`src/sv/ovt_pkg.sv`:
```
// Shared constants and types for the oriented rectangle overlap test.
package ovt_pkg;

  localparam int COORD_BITS = 16;
  localparam int AXIS_BITS  = COORD_BITS + 1;
  localparam int PROD_BITS  = 2 * COORD_BITS + 1;
  localparam int PROJ_BITS  = 2 * COORD_BITS + 2;
  localparam int ADDR_BITS  = 3;

  localparam logic KIND_LOAD = 1'b0;
  localparam logic KIND_TEST = 1'b1;

  localparam logic [1:0] CORNER_0 = 2'd0;
  localparam logic [1:0] CORNER_1 = 2'd1;
  localparam logic [1:0] CORNER_3 = 2'd3;

  typedef struct packed {
    logic [ADDR_BITS-1:0] rd_addr;
    logic                 cap_t;
    logic                 do_sub;
    logic                 mul_x;
    logic                 mul_y;
    logic                 cmp;
    logic                 first;
    logic                 rect;
  } ctrl_t;

endpackage

```
`src/sv/ovt_store.sv`:
```
// Corner store: eight x/y entries, one write and one registered read port.
module ovt_store (
  input  logic                                clk,
  input  logic                                we,
  input  logic [ovt_pkg::ADDR_BITS-1:0]       waddr,
  input  logic signed [ovt_pkg::COORD_BITS-1:0] wx,
  input  logic signed [ovt_pkg::COORD_BITS-1:0] wy,
  input  logic [ovt_pkg::ADDR_BITS-1:0]       raddr,
  output logic signed [ovt_pkg::COORD_BITS-1:0] rd_x,
  output logic signed [ovt_pkg::COORD_BITS-1:0] rd_y
);

  localparam int DEPTH = 1 << ovt_pkg::ADDR_BITS;

  logic signed [ovt_pkg::COORD_BITS-1:0] mem_x [DEPTH];
  logic signed [ovt_pkg::COORD_BITS-1:0] mem_y [DEPTH];

  always_ff @(posedge clk) begin
    if (we) begin
      mem_x[waddr] <= wx;
      mem_y[waddr] <= wy;
    end
    rd_x <= mem_x[raddr];
    rd_y <= mem_y[raddr];
  end

endmodule

```
`src/sv/ovt_datapath.sv`:
```
// Axis builder, shared multiply-add unit and per-rectangle min/max tracking.
module ovt_datapath (
  input  logic                                  clk,
  input  ovt_pkg::ctrl_t                        ctrl,
  input  logic signed [ovt_pkg::COORD_BITS-1:0] rd_x,
  input  logic signed [ovt_pkg::COORD_BITS-1:0] rd_y,
  output logic                                  sep
);

  logic signed [ovt_pkg::COORD_BITS-1:0] t_x;
  logic signed [ovt_pkg::COORD_BITS-1:0] t_y;
  logic signed [ovt_pkg::AXIS_BITS-1:0]  ax;
  logic signed [ovt_pkg::AXIS_BITS-1:0]  ay;
  logic signed [ovt_pkg::COORD_BITS-1:0] mul_a;
  logic signed [ovt_pkg::AXIS_BITS-1:0]  mul_b;
  logic signed [ovt_pkg::PROD_BITS-1:0]  mul_p;
  logic signed [ovt_pkg::PROD_BITS-1:0]  prod;
  logic signed [ovt_pkg::PROJ_BITS-1:0]  proj;
  logic signed [ovt_pkg::PROJ_BITS-1:0]  amin;
  logic signed [ovt_pkg::PROJ_BITS-1:0]  amax;
  logic signed [ovt_pkg::PROJ_BITS-1:0]  bmin;
  logic signed [ovt_pkg::PROJ_BITS-1:0]  bmax;

  assign mul_a = ctrl.mul_y ? rd_y : rd_x;
  assign mul_b = ctrl.mul_y ? ay : ax;
  assign mul_p = (ovt_pkg::PROD_BITS)'(mul_a) * (ovt_pkg::PROD_BITS)'(mul_b);

  always_ff @(posedge clk) begin
    if (ctrl.cap_t) begin
      t_x <= rd_x;
      t_y <= rd_y;
    end
    if (ctrl.do_sub) begin
      ax <= {t_x[ovt_pkg::COORD_BITS-1], t_x} - {rd_x[ovt_pkg::COORD_BITS-1], rd_x};
      ay <= {t_y[ovt_pkg::COORD_BITS-1], t_y} - {rd_y[ovt_pkg::COORD_BITS-1], rd_y};
    end
    if (ctrl.mul_x) begin
      prod <= mul_p;
    end
    if (ctrl.mul_y) begin
      proj <= {prod[ovt_pkg::PROD_BITS-1], prod} + {mul_p[ovt_pkg::PROD_BITS-1], mul_p};
    end
    if (ctrl.cmp) begin
      if (!ctrl.rect) begin
        if (ctrl.first || proj < amin) amin <= proj;
        if (ctrl.first || proj > amax) amax <= proj;
      end else begin
        if (ctrl.first || proj < bmin) bmin <= proj;
        if (ctrl.first || proj > bmax) bmax <= proj;
      end
    end
  end

  assign sep = (amin > bmax) || (amax < bmin);

endmodule

```
`src/sv/ovt_ctrl.sv`:
```
// Sequencer over axes and corners, input handshake and result register.
module ovt_ctrl (
  input  logic           clk,
  input  logic           rst,
  input  logic           in_valid,
  input  logic           kind,
  input  logic           out_stall,
  input  logic           sep,
  output logic           in_stall,
  output logic           out_valid,
  output logic           collides,
  output ovt_pkg::ctrl_t ctrl
);

  typedef enum logic [9:0] {
    S_IDLE   = 10'b0000000001,
    S_AX_RD1 = 10'b0000000010,
    S_AX_RD2 = 10'b0000000100,
    S_AX_SUB = 10'b0000001000,
    S_LD     = 10'b0000010000,
    S_MUL_X  = 10'b0000100000,
    S_MUL_Y  = 10'b0001000000,
    S_CMP    = 10'b0010000000,
    S_CHECK  = 10'b0100000000,
    S_FINISH = 10'b1000000000
  } state_t;

  state_t     state;
  state_t     state_next;
  logic [1:0] axis;
  logic [2:0] corner;
  logic       res;
  logic       out_free;

  assign in_stall = (state != S_IDLE);
  assign out_free = !out_valid || !out_stall;

  always_comb begin
    state_next = state;
    case (state)
      S_IDLE:   if (in_valid && kind == ovt_pkg::KIND_TEST) state_next = S_AX_RD1;
      S_AX_RD1: state_next = S_AX_RD2;
      S_AX_RD2: state_next = S_AX_SUB;
      S_AX_SUB: state_next = S_LD;
      S_LD:     state_next = S_MUL_X;
      S_MUL_X:  state_next = S_MUL_Y;
      S_MUL_Y:  state_next = S_CMP;
      S_CMP:    state_next = (corner == 3'd7) ? S_CHECK : S_LD;
      S_CHECK:  state_next = (sep || axis == 2'd3) ? S_FINISH : S_AX_RD1;
      S_FINISH: if (out_free) state_next = S_IDLE;
      default:  state_next = S_IDLE;
    endcase
  end

  always_ff @(posedge clk) begin
    if (rst) begin
      state     <= S_IDLE;
      out_valid <= 1'b0;
      axis      <= 2'd0;
      corner    <= 3'd0;
    end else begin
      state <= state_next;
      if (out_valid && !out_stall) out_valid <= 1'b0;
      case (state)
        S_IDLE:   axis <= 2'd0;
        S_AX_SUB: corner <= 3'd0;
        S_CMP:    if (corner != 3'd7) corner <= corner + 3'd1;
        S_CHECK: begin
          res <= !sep;
          if (!sep && axis != 2'd3) axis <= axis + 2'd1;
        end
        S_FINISH: begin
          if (out_free) begin
            out_valid <= 1'b1;
            collides  <= res;
          end
        end
        default: ;
      endcase
    end
  end

  always_comb begin
    ctrl         = '0;
    ctrl.rd_addr = corner;
    ctrl.first   = (corner[1:0] == ovt_pkg::CORNER_0);
    ctrl.rect    = corner[2];
    case (state)
      S_AX_RD1: ctrl.rd_addr = {axis[1], ovt_pkg::CORNER_1};
      S_AX_RD2: begin
        ctrl.rd_addr = {axis[1], axis[0] ? ovt_pkg::CORNER_3 : ovt_pkg::CORNER_0};
        ctrl.cap_t   = 1'b1;
      end
      S_AX_SUB: ctrl.do_sub = 1'b1;
      S_MUL_X:  ctrl.mul_x  = 1'b1;
      S_MUL_Y:  ctrl.mul_y  = 1'b1;
      S_CMP:    ctrl.cmp    = 1'b1;
      default: ;
    endcase
  end

endmodule

```
`src/sv/oriented_rectangle_overlap_test_top.sv`:
```
// Top level of the oriented rectangle overlap test.
// A load transaction (kind 0) writes one corner of rectangle A or B into the corner
// store. A test transaction (kind 1) runs the separating-axis test on the stored
// corners and yields one collides result; the block stalls its input for the whole
// test. The test runs on one shared multiply-add unit under the sequencer: each of
// the four axes is built by reading two corners from the store and subtracting them,
// then each of the eight corners is projected in load, x-multiply, y-multiply and
// compare steps, and the axis is checked; the test ends early when an axis
// separates. Every corner must be loaded before the first test.
module oriented_rectangle_overlap_test_top (
  input  logic                                  clk,
  input  logic                                  rst,
  input  logic                                  in_valid,
  output logic                                  in_stall,
  input  logic                                  kind,
  input  logic                                  rect_sel,
  input  logic [1:0]                            corner_index,
  input  logic signed [ovt_pkg::COORD_BITS-1:0] x_coord,
  input  logic signed [ovt_pkg::COORD_BITS-1:0] y_coord,
  output logic                                  out_valid,
  input  logic                                  out_stall,
  output logic                                  collides
);

  ovt_pkg::ctrl_t                        ctrl;
  logic                                  sep;
  logic                                  we;
  logic signed [ovt_pkg::COORD_BITS-1:0] rd_x;
  logic signed [ovt_pkg::COORD_BITS-1:0] rd_y;

  assign we = in_valid && !in_stall && (kind == ovt_pkg::KIND_LOAD);

  ovt_store u_store (
    .clk   (clk),
    .we    (we),
    .waddr ({rect_sel, corner_index}),
    .wx    (x_coord),
    .wy    (y_coord),
    .raddr (ctrl.rd_addr),
    .rd_x  (rd_x),
    .rd_y  (rd_y)
  );

  ovt_datapath u_datapath (
    .clk  (clk),
    .ctrl (ctrl),
    .rd_x (rd_x),
    .rd_y (rd_y),
    .sep  (sep)
  );

  ovt_ctrl u_ctrl (
    .clk       (clk),
    .rst       (rst),
    .in_valid  (in_valid),
    .kind      (kind),
    .out_stall (out_stall),
    .sep       (sep),
    .in_stall  (in_stall),
    .out_valid (out_valid),
    .collides  (collides),
    .ctrl      (ctrl)
  );

endmodule

```
`config.mk`:
```
export PLATFORM = sky130hd
export DESIGN_NAME = oriented_rectangle_overlap_test_top
export DESIGN_NICKNAME = d
export VERILOG_FILES = /design/src/sv/ovt_pkg.sv /design/src/sv/ovt_store.sv /design/src/sv/ovt_datapath.sv /design/src/sv/ovt_ctrl.sv /design/src/sv/oriented_rectangle_overlap_test_top.sv
export SDC_FILE = /design/constraint.sdc
export NUM_CORES = 2
export LEC_CHECK = 0
export ABC_CLOCK_PERIOD_IN_PS = 12500
export BUFFER_PORTS_ARGS = -buffer_cell sky130_fd_sc_hd__buf_2
export CORE_MARGIN = 1
export CORE_UTILIZATION = 60
export CTS_CLUSTER_DIAMETER = 80
export CTS_CLUSTER_SIZE = 14
export DETAILED_ROUTE_END_ITERATION = 7
export PLACE_DENSITY = 0.76
export SLEW_MARGIN = 20
export SYNTH_ARGS = -nofsm -noshare
export SYNTH_HDL_FRONTEND = slang
export SYNTH_HIERARCHICAL = 1
export SYNTH_SLANG_ARGS = --single-unit
```
`constraint.sdc`:
```
create_clock -name clk -period 12.5 [get_ports clk]
set_input_delay 0.625 -clock clk [delete_from_list [all_inputs] [get_ports clk]]
set_output_delay 0.625 -clock clk [all_outputs]
set_load 0.05 [all_outputs]
```
==> results.md <==
* EDFF count, synth at 527
* Fin crit share at 85.6%
* Total number of vias at 24300
* Root Driver: clkbuf_16
* Crit Path Max Fanout at 49
* Slew @ Worst Pin at 1050 ps
* Cell Pwr Density at 154 nW/um^2
* Die Y at 255 microns
* H-tree lvl count at 2
* GPL Wtd Cong at 0.955
* Die W at 255 microns
* Die ar. at 64800 sq um
* Gr usage total at 28.7%
* GR Overflow Total at 0
* Hold Startpoint: y_coord[7]
* R2R depth at 37
* Clk sinks at 575
* Initial Utilization at 60.7%
* Average size of a mapped cell at 12.1 sq um
* # nets final at 3895
* Routed wire length at 89200 microns
* Cell area after synthesis at 38300 sq um
* Critical path startpoint category: register
* Tmin final at 10700 ps
* Crit Path Class: reg2reg
* First-pass iteration count of the detailed router at 7
* Worst path depth at 37
* Post-DP HPWL at 66700 microns
* Final setup TNS at 0 ps
* # DRC at 0
* Cells on Worst Hold Path at 1
* Global-route wire length before repair at 141000 microns
* Bufs and invs on worst path at 6
* Worst r2r src: u_ctrl/state[4]
* Setup Skew at 58.7 ps
* Initial DRC Count at 1818
* Number of global-route vias before repair at 25700
* Setup violations, final at 0
* WL/cell at 21.7 microns
* # hold bufs at CTS at 0
* Slew headroom at 29.8%
* Synthesis-stage register bit count at 575
* Cts repair resizes at 0
* Synth Instances at 3152
* Core ar. at 63100 sq um
* Port bufs at 42
* Row Count at 92
* Worst Setup End Kind: register
* Warnings from Yosys at 6
* P&R area growth vs syn at 7.32%
* Crit path max-delay family: adder cells
* TritonCTS clock tree: yes
* Clock-pin slew on the worst setup and hold paths at 70 ps
* Max incr delay on CP at 670 ps
* # IOs at 43
* Max Buffers Root-to-Sink at 3
* Asr flop ratio synth at 0%
* Initial antenna violation count at 2
* Slowest CP cell: and3_4
* Crit. Startpoint: u_ctrl/state[4]
* Max VDD drop at 163 uV
* CTS buffer count at 47
* Max-cap violations at 0
* Final Slew Violations at 0
* Syn_nets at 3825
* Hold WC Path Type: in2reg
* Post-synth cell types at 85
* Lkg Pwr at 17.4 nW
* Outcome: finished clean
* Main synth FF type: edfxtp_1
* Power Total at 6.34 mW
* Largest net degree at the start of global routing at 61
* CP required at 12830 ps
* Data arrival, critical path at 11030 ps
* Buffers inserted by post-CTS timing repair at 0
* Clock Latency Late Sink at 630 ps
* Vias per cell at 5.91
* Antenna-violating nets left at 0
* Seq/Total Area, Yosys at 43.9%
* Final Hold Viols at 0
* RSZ-0062 raised after global routing: no
* Max Clock Freq at 93.5 MHz
* Share of cells above drive strength 1 at 7.71%
[worst reg2reg max path, delay by kind of cell, from the launching register on]
| family | cells | cell delay (ps) |
|---|---|---|
| fa+ha+maj | 8 | 3620 |
| buf+inv | 6 | 720 |
| flops | 1 | 370 |
| xor+xnor | 2 | 260 |
| compound gates | 11 | 2710 |
| simple gates | 10 | 2720 |
[cells by family (layout without fill, tap and decap cells)]
kind of cell / after synthesis / in the layout / synth area share [%]
flip-flops: 575 / 575 / 43.9
buffers and inverters: 609 / 713 / 6.21
AO/OA/AOI/OAI: 439 / 439 / 7.45
other: 0 / 2 / 0
multiplexers: 137 / 137 / 6.23
XOR/XNOR: 87 / 87 / 1.99
adder cells (fa/ha/maj): 633 / 633 / 26.2
AND/OR/NAND/NOR: 672 / 672 / 8.11
[cells in the mapped netlist (23+ instances only)]
| cell | number | area (sq um) |
|---|---|---|
| a21oi_1 | 133 | 666 |
| nand2_1 | 202 | 758 |
| inv_1 | 549 | 2060 |
| nand3_1 | 32 | 160 |
| xnor2_1 | 71 | 622 |
| dfxtp_1 | 48 | 961 |
| nor2b_1 | 25 | 156 |
| mux4_1 | 40 | 1050 |
| edfxtp_1 | 527 | 15800 |
| nor2_1 | 236 | 886 |
| a21o_1 | 86 | 646 |
| mux4_2 | 24 | 541 |
| ha_1 | 354 | 4430 |
| mux2_2 | 50 | 563 |
| o21a_1 | 40 | 300 |
| mux2i_1 | 23 | 230 |
| nand4_1 | 42 | 263 |
| nor3_1 | 35 | 175 |
| clkbuf_1 | 33 | 124 |
| o21ai_0 | 65 | 325 |
| fa_1 | 279 | 5590 |
[final timing paths]
check | endpoint | slack (ps)
worst min register to register | u_datapath/t_x[14] | 430
worst min-delay path | u_store/mem_y[4][7] | 260
worst max register to register | u_datapath/proj[32] | 1800
worst max-delay path | u_datapath/proj[32] | 1800
[final cells by class]
type	instances	area, sq um
fillers	4675	22000
flip-flops and latches	575	16800
clock inverters	6	109
inverters	549	2060
well taps	846	1060
diodes	2	5.00
repair buffers	81	507
multi-input cells	1968	19300
clock buffers	77	1290
[cell usage in the layout, fill, tap and decap left out, drive strengths merged, types with 77 or more instances in the layout]
cell	Yosys	final
nor2	239	239
inv	549	549
nand2	202	202
fa	279	279
ha	354	354
buf	25	81
a21oi	134	134
clkbuf	35	77
edfxtp	527	527
o21ai	78	78
a21o	87	87
[power by group]
group,total [mW],switching [mW],internal [mW]
Clock,1.40,0.684,0.714
Sequential,2.26,0.00589,2.26
Combinational,2.68,1.68,0.997
[sequential cells by signal, summed over array words and instances (netlist names), 3 cells and up]
| signal | cells |
|---|---|
| u_datapath/ax | 17 |
| u_datapath/t_x | 16 |
| u_datapath/bmin | 34 |
| u_store/rd_y | 16 |
| u_datapath/proj | 34 |
| u_datapath/amin | 34 |
| u_store/rd_x | 16 |
| u_datapath/bmax | 34 |
| u_store/mem_x | 128 |
| u_datapath/ay | 17 |
| u_store/mem_y | 128 |
| u_ctrl/corner | 3 |
| u_datapath/prod | 33 |
| u_datapath/t_y | 16 |
| u_datapath/amax | 34 |
| u_ctrl/state | 10 |
[per-stage QoR]
stage | area, sq um | std cells | hold WS [ps] | setup slack [ps] | utilization [%]
finish | 41100 | 4104 | 258 | 1800 | 65.1
global route | 41100 | 4103 | 251 | 1280 | 65.1
CTS | 41100 | 4102 | 233 | 1930 | 65.1
detailed placement | 39700 | 4019 | 417 | 2010 | 62.9
global placement | 39700 | 4019 | 406 | 2130 | 62.9
floorplan | 38300 | 3152 | 400 | 1840 | -
[metal layers]
layer  GRT usage (%)  vias up  routed length, microns
li1                -    11100                       -
met1            34.8    12100                   34800
met2            50.3      811                   44600
met3            3.47      243                    4560
met4            15.1        0                    5190
met5               0        -                       0
Note: power is estimated with default switching activity, not from simulation.
